===== config.mk =====
export PLATFORM = sky130hd
export DESIGN_NAME = modbus_rtu_request_framer
export DESIGN_NICKNAME = d
export VERILOG_FILES = /design/src/design/mbf_pkg.sv /design/src/design/mbf_front.sv /design/src/design/mbf_queue.sv /design/src/design/mbf_back.sv /design/src/design/modbus_rtu_request_framer.sv
export SDC_FILE = /design/constraint.sdc
export NUM_CORES = 1
export LEC_CHECK = 0
export BUFFER_PORTS_ARGS = -buffer_cell sky130_fd_sc_hd__buf_4
export CELL_PAD_IN_SITES_DETAIL_PLACEMENT = 1
export CELL_PAD_IN_SITES_GLOBAL_PLACEMENT = 2
export CORE_MARGIN = 1.5
export CORE_UTILIZATION = 43
export CTS_BUF_LIST = sky130_fd_sc_hd__clkbuf_4
export DETAILED_ROUTE_END_ITERATION = 12
export PLACE_DENSITY_LB_ADDON = 0.1
export SLEW_MARGIN = 20
export SYNTH_ARGS = -nofsm -noshare
export SYNTH_HDL_FRONTEND = slang
export SYNTH_SLANG_ARGS = --single-unit

===== constraint.sdc =====
create_clock -name aclk -period 27 [get_ports aclk]
set_input_delay 1.35 -clock aclk [delete_from_list [all_inputs] [get_ports aclk]]
set_output_delay 1.35 -clock aclk [all_outputs]
set_load 0.02 [all_outputs]

===== src/design/mbf_pkg.sv =====
// Shared types, codes, limits and the CRC byte update for the Modbus RTU request framer.
package mbf_pkg;

    // Request opcodes as they arrive on the input channel.
    localparam logic [3:0] OP_RD_COILS  = 4'd0;
    localparam logic [3:0] OP_RD_DISC   = 4'd1;
    localparam logic [3:0] OP_RD_HOLD   = 4'd2;
    localparam logic [3:0] OP_RD_INPUT  = 4'd3;
    localparam logic [3:0] OP_WR_COIL   = 4'd4;
    localparam logic [3:0] OP_WR_REG    = 4'd5;
    localparam logic [3:0] OP_WR_COILS  = 4'd6;
    localparam logic [3:0] OP_WR_REGS   = 4'd7;
    localparam logic [3:0] OP_DATA      = 4'd8;

    // Pending multiple-write kinds.
    localparam logic [1:0] PEND_NONE  = 2'd0;
    localparam logic [1:0] PEND_COILS = 2'd1;
    localparam logic [1:0] PEND_REGS  = 2'd2;

    // Quantity limits.
    localparam int MAX_WRITE_COILS_DEF = 1968;
    localparam int MAX_WRITE_REGS_DEF  = 123;
    localparam logic [15:0] READ_BIT_LIMIT = 16'd2000;
    localparam logic [15:0] READ_REG_LIMIT = 16'd125;

    localparam int ELEM_W     = 11;
    localparam int CMD_BYTES  = 7;
    localparam logic [15:0] CRC_INIT = 16'hFFFF;
    localparam logic [15:0] CRC_POLY = 16'hA001;

    // One work command handed from the front end to the byte sequencer.
    typedef struct packed {
        logic                           err;
        logic                           crc_init;
        logic                           add_crc;
        logic [2:0]                     nbytes;
        logic [CMD_BYTES-1:0][7:0]      bytes;
    } cmd_t;

    function automatic logic [7:0] fcode(input logic [2:0] op);
        logic [7:0] code;
        case (op)
            3'd0:    code = 8'h01;
            3'd1:    code = 8'h02;
            3'd2:    code = 8'h03;
            3'd3:    code = 8'h04;
            3'd4:    code = 8'h05;
            3'd5:    code = 8'h06;
            3'd6:    code = 8'h0F;
            default: code = 8'h10;
        endcase
        return code;
    endfunction

    function automatic logic [15:0] crc_byte(input logic [15:0] crc, input logic [7:0] b);
        logic [15:0] c;
        c = crc ^ {8'h00, b};
        for (int k = 0; k < 8; k++) begin
            if (c[0]) begin
                c = (c >> 1) ^ CRC_POLY;
            end else begin
                c = c >> 1;
            end
        end
        return c;
    endfunction

endpackage


===== src/design/mbf_front.sv =====
// Front end: accepts request beats, tracks the open frame and emits byte commands.
module mbf_front #(
    parameter int MAX_WRITE_COILS = mbf_pkg::MAX_WRITE_COILS_DEF,
    parameter int MAX_WRITE_REGS  = mbf_pkg::MAX_WRITE_REGS_DEF
) (
    input  logic         aclk,
    input  logic         aresetn,
    input  logic         s_valid,
    output logic         s_ready,
    input  logic [3:0]   s_opcode,
    input  logic [7:0]   s_slave_addr,
    input  logic [15:0]  s_start_addr,
    input  logic [15:0]  s_quantity,
    input  logic [15:0]  s_element_value,
    output logic         cmd_valid,
    input  logic         cmd_ready,
    output mbf_pkg::cmd_t cmd
);
    import mbf_pkg::*;

    logic [1:0]        pend_reg, pend_next;
    logic [ELEM_W-1:0] left_reg, left_next;
    logic [7:0]        pack_reg, pack_next;
    logic [2:0]        idx_reg, idx_next;

    logic              accept;
    logic              check;
    logic              bad;
    logic [15:0]       limit;
    logic [16:0]       qty_plus7;
    logic [ELEM_W-1:0] left_dec;
    logic [7:0]        pack_or;
    logic [2:0]        idx_inc;

    assign s_ready = cmd_ready;
    assign accept  = s_valid && s_ready;

    assign qty_plus7 = {1'b0, s_quantity} + 17'd7;
    assign left_dec  = left_reg - ELEM_W'(1);
    assign pack_or   = pack_reg | ((s_element_value != 16'd0) ? (8'h01 << idx_reg) : 8'h00);
    assign idx_inc   = idx_reg + 3'd1;

    always_comb begin
        check = 1'b0;
        limit = 16'd0;
        unique case (s_opcode) inside
            OP_RD_COILS, OP_RD_DISC: begin
                check = 1'b1;
                limit = READ_BIT_LIMIT;
            end
            OP_RD_HOLD, OP_RD_INPUT: begin
                check = 1'b1;
                limit = READ_REG_LIMIT;
            end
            OP_WR_COILS: begin
                check = 1'b1;
                limit = 16'(MAX_WRITE_COILS);
            end
            OP_WR_REGS: begin
                check = 1'b1;
                limit = 16'(MAX_WRITE_REGS);
            end
            default: begin
                check = 1'b0;
                limit = 16'd0;
            end
        endcase
    end

    assign bad = check && ((s_quantity == 16'd0) || (s_quantity > limit));

    always_comb begin
        cmd       = '0;
        pend_next = pend_reg;
        left_next = left_reg;
        pack_next = pack_reg;
        idx_next  = idx_reg;
        if (s_opcode > OP_DATA) begin
            cmd.err = 1'b1;
        end else if (s_opcode == OP_DATA) begin
            if (pend_reg == PEND_NONE || left_reg == '0) begin
                cmd.err = 1'b1;
            end else begin
                left_next = left_dec;
                if (pend_reg == PEND_COILS) begin
                    if (idx_inc == 3'd0 || left_dec == '0) begin
                        cmd.bytes[0] = pack_or;
                        cmd.nbytes   = 3'd1;
                        pack_next    = 8'h00;
                        idx_next     = 3'd0;
                    end else begin
                        pack_next = pack_or;
                        idx_next  = idx_inc;
                    end
                end else begin
                    cmd.bytes[0] = s_element_value[15:8];
                    cmd.bytes[1] = s_element_value[7:0];
                    cmd.nbytes   = 3'd2;
                end
                if (left_dec == '0) begin
                    cmd.add_crc = 1'b1;
                    pend_next   = PEND_NONE;
                end
            end
        end else begin
            // A new header abandons any unfinished frame.
            pend_next    = PEND_NONE;
            left_next    = '0;
            pack_next    = 8'h00;
            idx_next     = 3'd0;
            cmd.crc_init = 1'b1;
            if (bad) begin
                cmd.err = 1'b1;
            end else begin
                cmd.bytes[0] = s_slave_addr;
                cmd.bytes[1] = fcode(s_opcode[2:0]);
                cmd.bytes[2] = s_start_addr[15:8];
                cmd.bytes[3] = s_start_addr[7:0];
                cmd.nbytes   = 3'd6;
                cmd.add_crc  = 1'b1;
                if (s_opcode == OP_WR_COIL) begin
                    cmd.bytes[4] = (s_quantity != 16'd0) ? 8'hFF : 8'h00;
                    cmd.bytes[5] = 8'h00;
                end else begin
                    cmd.bytes[4] = s_quantity[15:8];
                    cmd.bytes[5] = s_quantity[7:0];
                end
                if (s_opcode == OP_WR_COILS) begin
                    cmd.bytes[6] = qty_plus7[10:3];
                    cmd.nbytes   = 3'd7;
                    cmd.add_crc  = 1'b0;
                    pend_next    = PEND_COILS;
                    left_next    = s_quantity[ELEM_W-1:0];
                end else if (s_opcode == OP_WR_REGS) begin
                    cmd.bytes[6] = {s_quantity[6:0], 1'b0};
                    cmd.nbytes   = 3'd7;
                    cmd.add_crc  = 1'b0;
                    pend_next    = PEND_REGS;
                    left_next    = s_quantity[ELEM_W-1:0];
                end
            end
        end
    end

    // Coil beats that only add a bit to the packing byte need no command.
    assign cmd_valid = accept && (cmd.err || cmd.crc_init || cmd.add_crc || (cmd.nbytes != 3'd0));

    always_ff @(posedge aclk) begin
        if (!aresetn) begin
            pend_reg <= PEND_NONE;
            left_reg <= '0;
            pack_reg <= 8'h00;
            idx_reg  <= 3'd0;
        end else if (accept) begin
            pend_reg <= pend_next;
            left_reg <= left_next;
            pack_reg <= pack_next;
            idx_reg  <= idx_next;
        end
    end

`ifndef ASSERT_OFF
    a_idle_clear: assert property (@(posedge aclk) disable iff (!aresetn)
        pend_reg == PEND_NONE |-> left_reg == '0 && pack_reg == 8'h00 && idx_reg == 3'd0)
        else $error("front: counters not clear without an open write");
    a_regs_no_pack: assert property (@(posedge aclk) disable iff (!aresetn)
        pend_reg == PEND_REGS |-> pack_reg == 8'h00 && idx_reg == 3'd0 && left_reg != '0)
        else $error("front: register write holds coil packing state");
    a_stray_err: assert property (@(posedge aclk) disable iff (!aresetn)
        accept && s_opcode == OP_DATA && pend_reg == PEND_NONE |-> cmd_valid && cmd.err)
        else $error("front: stray data beat did not raise an error command");
`endif

endmodule


===== src/design/mbf_queue.sv =====
// Two-entry command queue between the front end and the byte sequencer.
module mbf_queue (
    input  logic          aclk,
    input  logic          aresetn,
    input  logic          in_valid,
    output logic          in_ready,
    input  mbf_pkg::cmd_t in_cmd,
    output logic          out_valid,
    input  logic          out_ready,
    output mbf_pkg::cmd_t out_cmd
);
    import mbf_pkg::*;

    cmd_t e0_reg, e0_next, e1_reg, e1_next;
    logic v0_reg, v0_next, v1_reg, v1_next;
    logic push, pop;

    assign in_ready  = !v1_reg;
    assign out_valid = v0_reg;
    assign out_cmd   = e0_reg;
    assign push      = in_valid && in_ready;
    assign pop       = v0_reg && out_ready;

    always_comb begin
        e0_next = e0_reg;
        e1_next = e1_reg;
        v0_next = v0_reg;
        v1_next = v1_reg;
        if (pop) begin
            e0_next = e1_reg;
            v0_next = v1_reg;
            v1_next = 1'b0;
        end
        if (push) begin
            if (!v0_next) begin
                e0_next = in_cmd;
                v0_next = 1'b1;
            end else begin
                e1_next = in_cmd;
                v1_next = 1'b1;
            end
        end
    end

    always_ff @(posedge aclk) begin
        if (!aresetn) begin
            v0_reg <= 1'b0;
            v1_reg <= 1'b0;
        end else begin
            v0_reg <= v0_next;
            v1_reg <= v1_next;
        end
        e0_reg <= e0_next;
        e1_reg <= e1_next;
    end

`ifndef ASSERT_OFF
    a_order: assert property (@(posedge aclk) disable iff (!aresetn)
        v1_reg |-> v0_reg)
        else $error("queue: second entry valid without the first");
    a_keep_head: assert property (@(posedge aclk) disable iff (!aresetn)
        v0_reg && !out_ready |=> v0_reg && $stable(e0_reg))
        else $error("queue: head changed without being taken");
    a_no_loss: assert property (@(posedge aclk) disable iff (!aresetn)
        push && !pop && v0_reg |=> v1_reg)
        else $error("queue: pushed command did not land in the second entry");
`endif

endmodule


===== src/design/mbf_back.sv =====
// Back end: plays out command bytes one per cycle while the receiver is ready, folds them into the CRC and appends it.
module mbf_back (
    input  logic          aclk,
    input  logic          aresetn,
    input  logic          q_valid,
    output logic          q_ready,
    input  mbf_pkg::cmd_t q_cmd,
    output logic          m_valid,
    input  logic          m_ready,
    output logic [7:0]    m_frame_byte,
    output logic          m_last_byte,
    output logic          m_request_error
);
    import mbf_pkg::*;

    typedef enum logic [4:0] {
        ST_IDLE   = 5'b00001,
        ST_DATA   = 5'b00010,
        ST_CRC_LO = 5'b00100,
        ST_CRC_HI = 5'b01000,
        ST_ERR    = 5'b10000
    } state_t;

    state_t                    state_reg, state_next;
    logic [CMD_BYTES-1:0][7:0] bytes_reg, bytes_next;
    logic [2:0]                left_reg, left_next;
    logic                      add_crc_reg, add_crc_next;
    logic [15:0]               crc_reg, crc_next;
    logic                      m_valid_reg, m_valid_next;
    logic [7:0]                byte_reg, byte_next;
    logic                      last_reg, last_next;
    logic                      err_reg, err_next;

    logic adv, emit, final_beat, load;

    // The output register can take a beat when it is empty or being drained.
    assign adv = !m_valid_reg || m_ready;

    always_comb begin
        state_next   = state_reg;
        bytes_next   = bytes_reg;
        left_next    = left_reg;
        add_crc_next = add_crc_reg;
        crc_next     = crc_reg;
        emit         = 1'b0;
        final_beat   = 1'b0;
        byte_next    = byte_reg;
        last_next    = 1'b0;
        err_next     = 1'b0;
        if (adv) begin
            unique case (state_reg)
                ST_IDLE: begin
                    emit = 1'b0;
                end
                ST_ERR: begin
                    emit       = 1'b1;
                    byte_next  = 8'h00;
                    last_next  = 1'b1;
                    err_next   = 1'b1;
                    final_beat = 1'b1;
                end
                ST_DATA: begin
                    emit       = 1'b1;
                    byte_next  = bytes_reg[0];
                    crc_next   = crc_byte(crc_reg, bytes_reg[0]);
                    bytes_next = {8'h00, bytes_reg[CMD_BYTES-1:1]};
                    left_next  = left_reg - 3'd1;
                    if (left_reg == 3'd1) begin
                        if (add_crc_reg) begin
                            state_next = ST_CRC_LO;
                        end else begin
                            final_beat = 1'b1;
                        end
                    end
                end
                ST_CRC_LO: begin
                    emit       = 1'b1;
                    byte_next  = crc_reg[7:0];
                    state_next = ST_CRC_HI;
                end
                ST_CRC_HI: begin
                    emit       = 1'b1;
                    byte_next  = crc_reg[15:8];
                    last_next  = 1'b1;
                    crc_next   = CRC_INIT;
                    final_beat = 1'b1;
                end
                default: begin
                    state_next = ST_IDLE;
                end
            endcase
        end
        if (final_beat) begin
            state_next = ST_IDLE;
        end
        load = q_valid && (state_reg == ST_IDLE || final_beat);
        if (load) begin
            bytes_next   = q_cmd.bytes;
            left_next    = q_cmd.nbytes;
            add_crc_next = q_cmd.add_crc;
            if (q_cmd.crc_init) begin
                crc_next = CRC_INIT;
            end
            if (q_cmd.err) begin
                state_next = ST_ERR;
            end else if (q_cmd.nbytes != 3'd0) begin
                state_next = ST_DATA;
            end else if (q_cmd.add_crc) begin
                state_next = ST_CRC_LO;
            end else begin
                state_next = ST_IDLE;
            end
        end
        m_valid_next = adv ? emit : m_valid_reg;
    end

    assign q_ready = load;

    always_ff @(posedge aclk) begin
        if (!aresetn) begin
            state_reg   <= ST_IDLE;
            crc_reg     <= CRC_INIT;
            m_valid_reg <= 1'b0;
        end else begin
            state_reg   <= state_next;
            crc_reg     <= crc_next;
            m_valid_reg <= m_valid_next;
        end
        bytes_reg   <= bytes_next;
        left_reg    <= left_next;
        add_crc_reg <= add_crc_next;
        if (emit) begin
            byte_reg <= byte_next;
            last_reg <= last_next;
            err_reg  <= err_next;
        end
    end

    assign m_valid         = m_valid_reg;
    assign m_frame_byte    = byte_reg;
    assign m_last_byte     = last_reg;
    assign m_request_error = err_reg;

`ifndef ASSERT_OFF
    a_err_beat: assert property (@(posedge aclk) disable iff (!aresetn)
        m_valid && m_request_error |-> m_last_byte && m_frame_byte == 8'h00)
        else $error("back: error beat is not a lone zero end beat");
    a_crc_rearm: assert property (@(posedge aclk) disable iff (!aresetn)
        adv && state_reg == ST_CRC_HI |=> crc_reg == CRC_INIT)
        else $error("back: CRC not rearmed after frame end");
    a_data_left: assert property (@(posedge aclk) disable iff (!aresetn)
        state_reg == ST_DATA |-> left_reg != 3'd0)
        else $error("back: data state with no bytes left");
`endif

endmodule


===== src/design/modbus_rtu_request_framer.sv =====
// Top level of the Modbus RTU master request framer: front end, command queue, byte sequencer.
// A result beat is registered in the queue, then in the sequencer state, then in the output register.
// Throughput: one result beat per cycle while the receiver is ready; a read or single write header yields 8 beats.
// A header behind a draining frame waits in a two-entry queue; input stalls once it is full.
// The byte sequencer's one-beat-per-cycle CRC update sets the sustained rate while the receiver is ready.
// Reset (aresetn, synchronous, active low) drops any open frame and rearms the CRC to FFFF.
module modbus_rtu_request_framer #(
    parameter int MAX_WRITE_COILS = mbf_pkg::MAX_WRITE_COILS_DEF,
    parameter int MAX_WRITE_REGS  = mbf_pkg::MAX_WRITE_REGS_DEF
) (
    input  logic        aclk,
    input  logic        aresetn,
    input  logic        s_valid,
    output logic        s_ready,
    input  logic [3:0]  s_opcode,
    input  logic [7:0]  s_slave_addr,
    input  logic [15:0] s_start_addr,
    input  logic [15:0] s_quantity,
    input  logic [15:0] s_element_value,
    output logic        m_valid,
    input  logic        m_ready,
    output logic [7:0]  m_frame_byte,
    output logic        m_last_byte,
    output logic        m_request_error
);
    import mbf_pkg::*;

    // The front end decodes each request beat and keeps the state of an
    // open multiple-write frame: pending kind, elements still owed, and the
    // coil byte being packed. Each beat that produces output becomes one
    // command holding up to seven frame bytes plus CRC and error flags.
    cmd_t fq_cmd;
    logic fq_valid, fq_ready;

    // The queue lets the front end keep taking beats while the sequencer is
    // still playing out an earlier frame.
    cmd_t qb_cmd;
    logic qb_valid, qb_ready;

    mbf_front #(
        .MAX_WRITE_COILS (MAX_WRITE_COILS),
        .MAX_WRITE_REGS  (MAX_WRITE_REGS)
    ) u_front (
        .aclk            (aclk),
        .aresetn         (aresetn),
        .s_valid         (s_valid),
        .s_ready         (s_ready),
        .s_opcode        (s_opcode),
        .s_slave_addr    (s_slave_addr),
        .s_start_addr    (s_start_addr),
        .s_quantity      (s_quantity),
        .s_element_value (s_element_value),
        .cmd_valid       (fq_valid),
        .cmd_ready       (fq_ready),
        .cmd             (fq_cmd)
    );

    mbf_queue u_queue (
        .aclk      (aclk),
        .aresetn   (aresetn),
        .in_valid  (fq_valid),
        .in_ready  (fq_ready),
        .in_cmd    (fq_cmd),
        .out_valid (qb_valid),
        .out_ready (qb_ready),
        .out_cmd   (qb_cmd)
    );

    // The sequencer sends one byte per beat, folding each into the running
    // CRC, and ends a frame with the CRC low byte then high byte.
    mbf_back u_back (
        .aclk            (aclk),
        .aresetn         (aresetn),
        .q_valid         (qb_valid),
        .q_ready         (qb_ready),
        .q_cmd           (qb_cmd),
        .m_valid         (m_valid),
        .m_ready         (m_ready),
        .m_frame_byte    (m_frame_byte),
        .m_last_byte     (m_last_byte),
        .m_request_error (m_request_error)
    );

endmodule


==> results_dict.tcl <==
set metrics [dict create \
    status "finished with violations" \
    violations "design-rule violations" \
    grt_use_total_pct 22.7 \
    p_leak_nw 5.52 \
    firstDrtPassIters 10 \
    period_needed_ns 4.69 \
    ys_top_cells_by_count "308 x nand2_1, 132 x edfxtp_1, 110 x dfxtp_1" \
    setup_ws_ns 22.31 \
    core_sq_um 26100 \
    drtIter0Drc 544 \
    grt_pass1_vias 9463 \
    fp.dieH_microns 166 \
    hold_ws_ns 0.460 \
    cts.clk_slew.worst_paths_ns 0.07 \
    async_flop_share_pct 0 \
    syn2layout_area_growth_pct 14.8 \
    synth_area_leaders "edfxtp_1 35%, dfxtp_1 19%, nand2_1 10%" \
    mappedNetlistNets 1311 \
    drv_slew 0 \
    cp-start-kind "primary input" \
    synth_largest_area_cell "edfxtp_1" \
    port_buffers 75 \
    clock.fmax_ghz 0.213 \
    wl_microns 30900 \
    htreeDepth 3 \
    drc_errors 8 \
    cp_max_fo 44 \
    ctsLongestPathBuffers 3 \
    antenna_found_initial 1 \
    postRouteAntennaNets 0 \
    synthMostInstantiatedCell "nand2_1" \
    cts_tree "built" \
    rows 59 \
    gp_congestion 0.858 \
    synth-edff-count 132 \
    numCtsBuffers 69 \
    critPathRequiredTime_ns 27.53 \
    cp_data_arrival_time_ns 5.22 \
    wl_per_cell_microns 18.3 \
    nets 1391 \
    cts_hold_buffers 0 \
    netlist-cell-type-count 64 \
    dieArea_sq_um 27600 \
    vias_per_cell 5.36 \
    grt_start_max_net_pins 107 \
    final_util_pct 50.3 \
    yosysWarnings 0 \
    clock_skew_ns 0.0506 \
    cp-end-kind "register" \
    place_worst_setup_slack_ns 21.68 \
    synth_cells 1223 \
    synthFlopType "edfxtp_1" \
    fillers 3032 \
    synth.top_cell.area_share_pct 34.6 \
    synth_area_sq_um 11500 \
    setup_violations 0 \
    grt_overflow 0 \
    root_buffer "clkbuf_4" \
    ys_seq_area_share_pct 53.8 \
    period_share_pct 17.4 \
    rsz0062_at_grt "false" \
    worst_slew_pin_slew_ns 1.07 \
    ios 76 \
    dpl.hpwl_microns 20300 \
    vias 9055 \
    clk_latency_ns 0.67 \
    maxCapViolCount 0 \
    initial_core_util_pct 43.9 \
    cts_sinks 242 \
    synth_area_per_cell_sq_um 9.37 \
    cts_resized 0 \
    grt_first_pass_wirelength_microns 50100 \
    hold_viol 0 \
    drive_gt1_share_pct 16.2 \
    p_per_area_nw_per_um2 68.9 \
    slew_headroom_pct 28.6 \
    hold_path.class "reg -> reg" \
    synth_seq_cells 242 \
    finalSetupTns_ns 0 \
    post_cts_buffers 0 \
    irDropWorstVdd_uv 30.8 \
    worstSetupPathType "in -> reg" \
    fp.dieW_microns 166 \
]
==> cell type report <==
cell class	instances	area, sq um	share of cell area [%]
Sequential cell	242	6170	46.9
Timing Repair Buffer	87	657	4.99
Inverter	32	123	0.932
Multi-Input combinational cell	871	4890	37.1
Clock inverter	17	131	0.998
Clock buffer	103	773	5.88
Tap cell	335	419	3.19
Antenna cell	1	2.50	0.0190
==> routing by layer <==
layer / vias up / track usage [%] / part of all wire [%]
met1: 4341 / 31.2 / 49
met5: - / 0 / 0
li1: 4492 / - / -
met2: 168 / 36.7 / 46
met4: 0 / 6.84 / 1.8
met3: 54 / 4.00 / 3.8
==> kinds of logic (layout without fill, tap and decap cells) <==
group,after synthesis,count (layout),share of synthesized area (%)
compound gates,257,257,14.5
xor+xnor,38,38,2.90
fa+ha+maj,24,24,2.62
buf+inv,110,239,3.83
flops,242,242,53.8
mux,16,16,1.50
other cells,0,1,0
simple gates,536,536,20.9
==> report_power, final <==
part | switching (W) | total, W | internal (W) | leakage (nW)
combinational | 0.0000777 | 0.000122 | 0.0000446 | 2.82
clock | 0.000157 | 0.000351 | 0.000194 | 0.544
sequential | 0.0000145 | 0.000433 | 0.000419 | 2.16
total | 0.000250 | 0.000907 | 0.000657 | 5.52
==> critical path, stage by stage <==
cell and delay [ns]:
buf_4 0.14, clkinv_1 0.14, and3_1 0.39, and2_1 0.29, inv_1 0.09, and2_1 0.16, ha_1 0.32, o211ai_1 0.10
a21o_1 0.16, a31oi_1 0.36, a21o_1 0.48, inv_2 0.45, a221o_1 0.49, mux2_2 0.27
==> worst paths after layout <==
check	start	endpoint	slack, ns	cells past startpoint
max	s_opcode[3]	u_queue.out_cmd[5]	22.31	14
min	u_queue.out_cmd[59]	u_back.add_crc_reg	0.46	0
max reg2reg	u_back.state_reg[2]	u_queue.out_cmd[59]	23.03	9
min reg2reg	u_queue.out_cmd[59]	u_back.add_crc_reg	0.46	0
==> per-stage QoR <==
step,instance area (sq um),std cells,total power [W]
2_1_floorplan,11500,1223,0.000523
3_3_place_gp,12200,1567,0.000561
3_5_place_dp,12200,1567,0.000564
4_1_cts,13200,1687,0.000924
5_1_grt,13200,1688,0.000957
6_report,13200,1688,0.000907
==> cell usage in the layout, fill, tap and decap left out, drive strengths merged, types with 8 or more instances in the layout <==
cell type,n
a21o,48
a21oi,87
a221o,8
a222oi,8
a31oi,12
and2,36
and3,16
buf,87
clkbuf,103
clkinv,14
dfxtp,110
edfxtp,132
ha,24
inv,32
mux2,9
nand2,308
nand3,14
nor2,72
nor3,25
nor4,15
o21ai,41
o22ai,11
or4,8
xnor2,31
(Power assumes the default switching activity.)
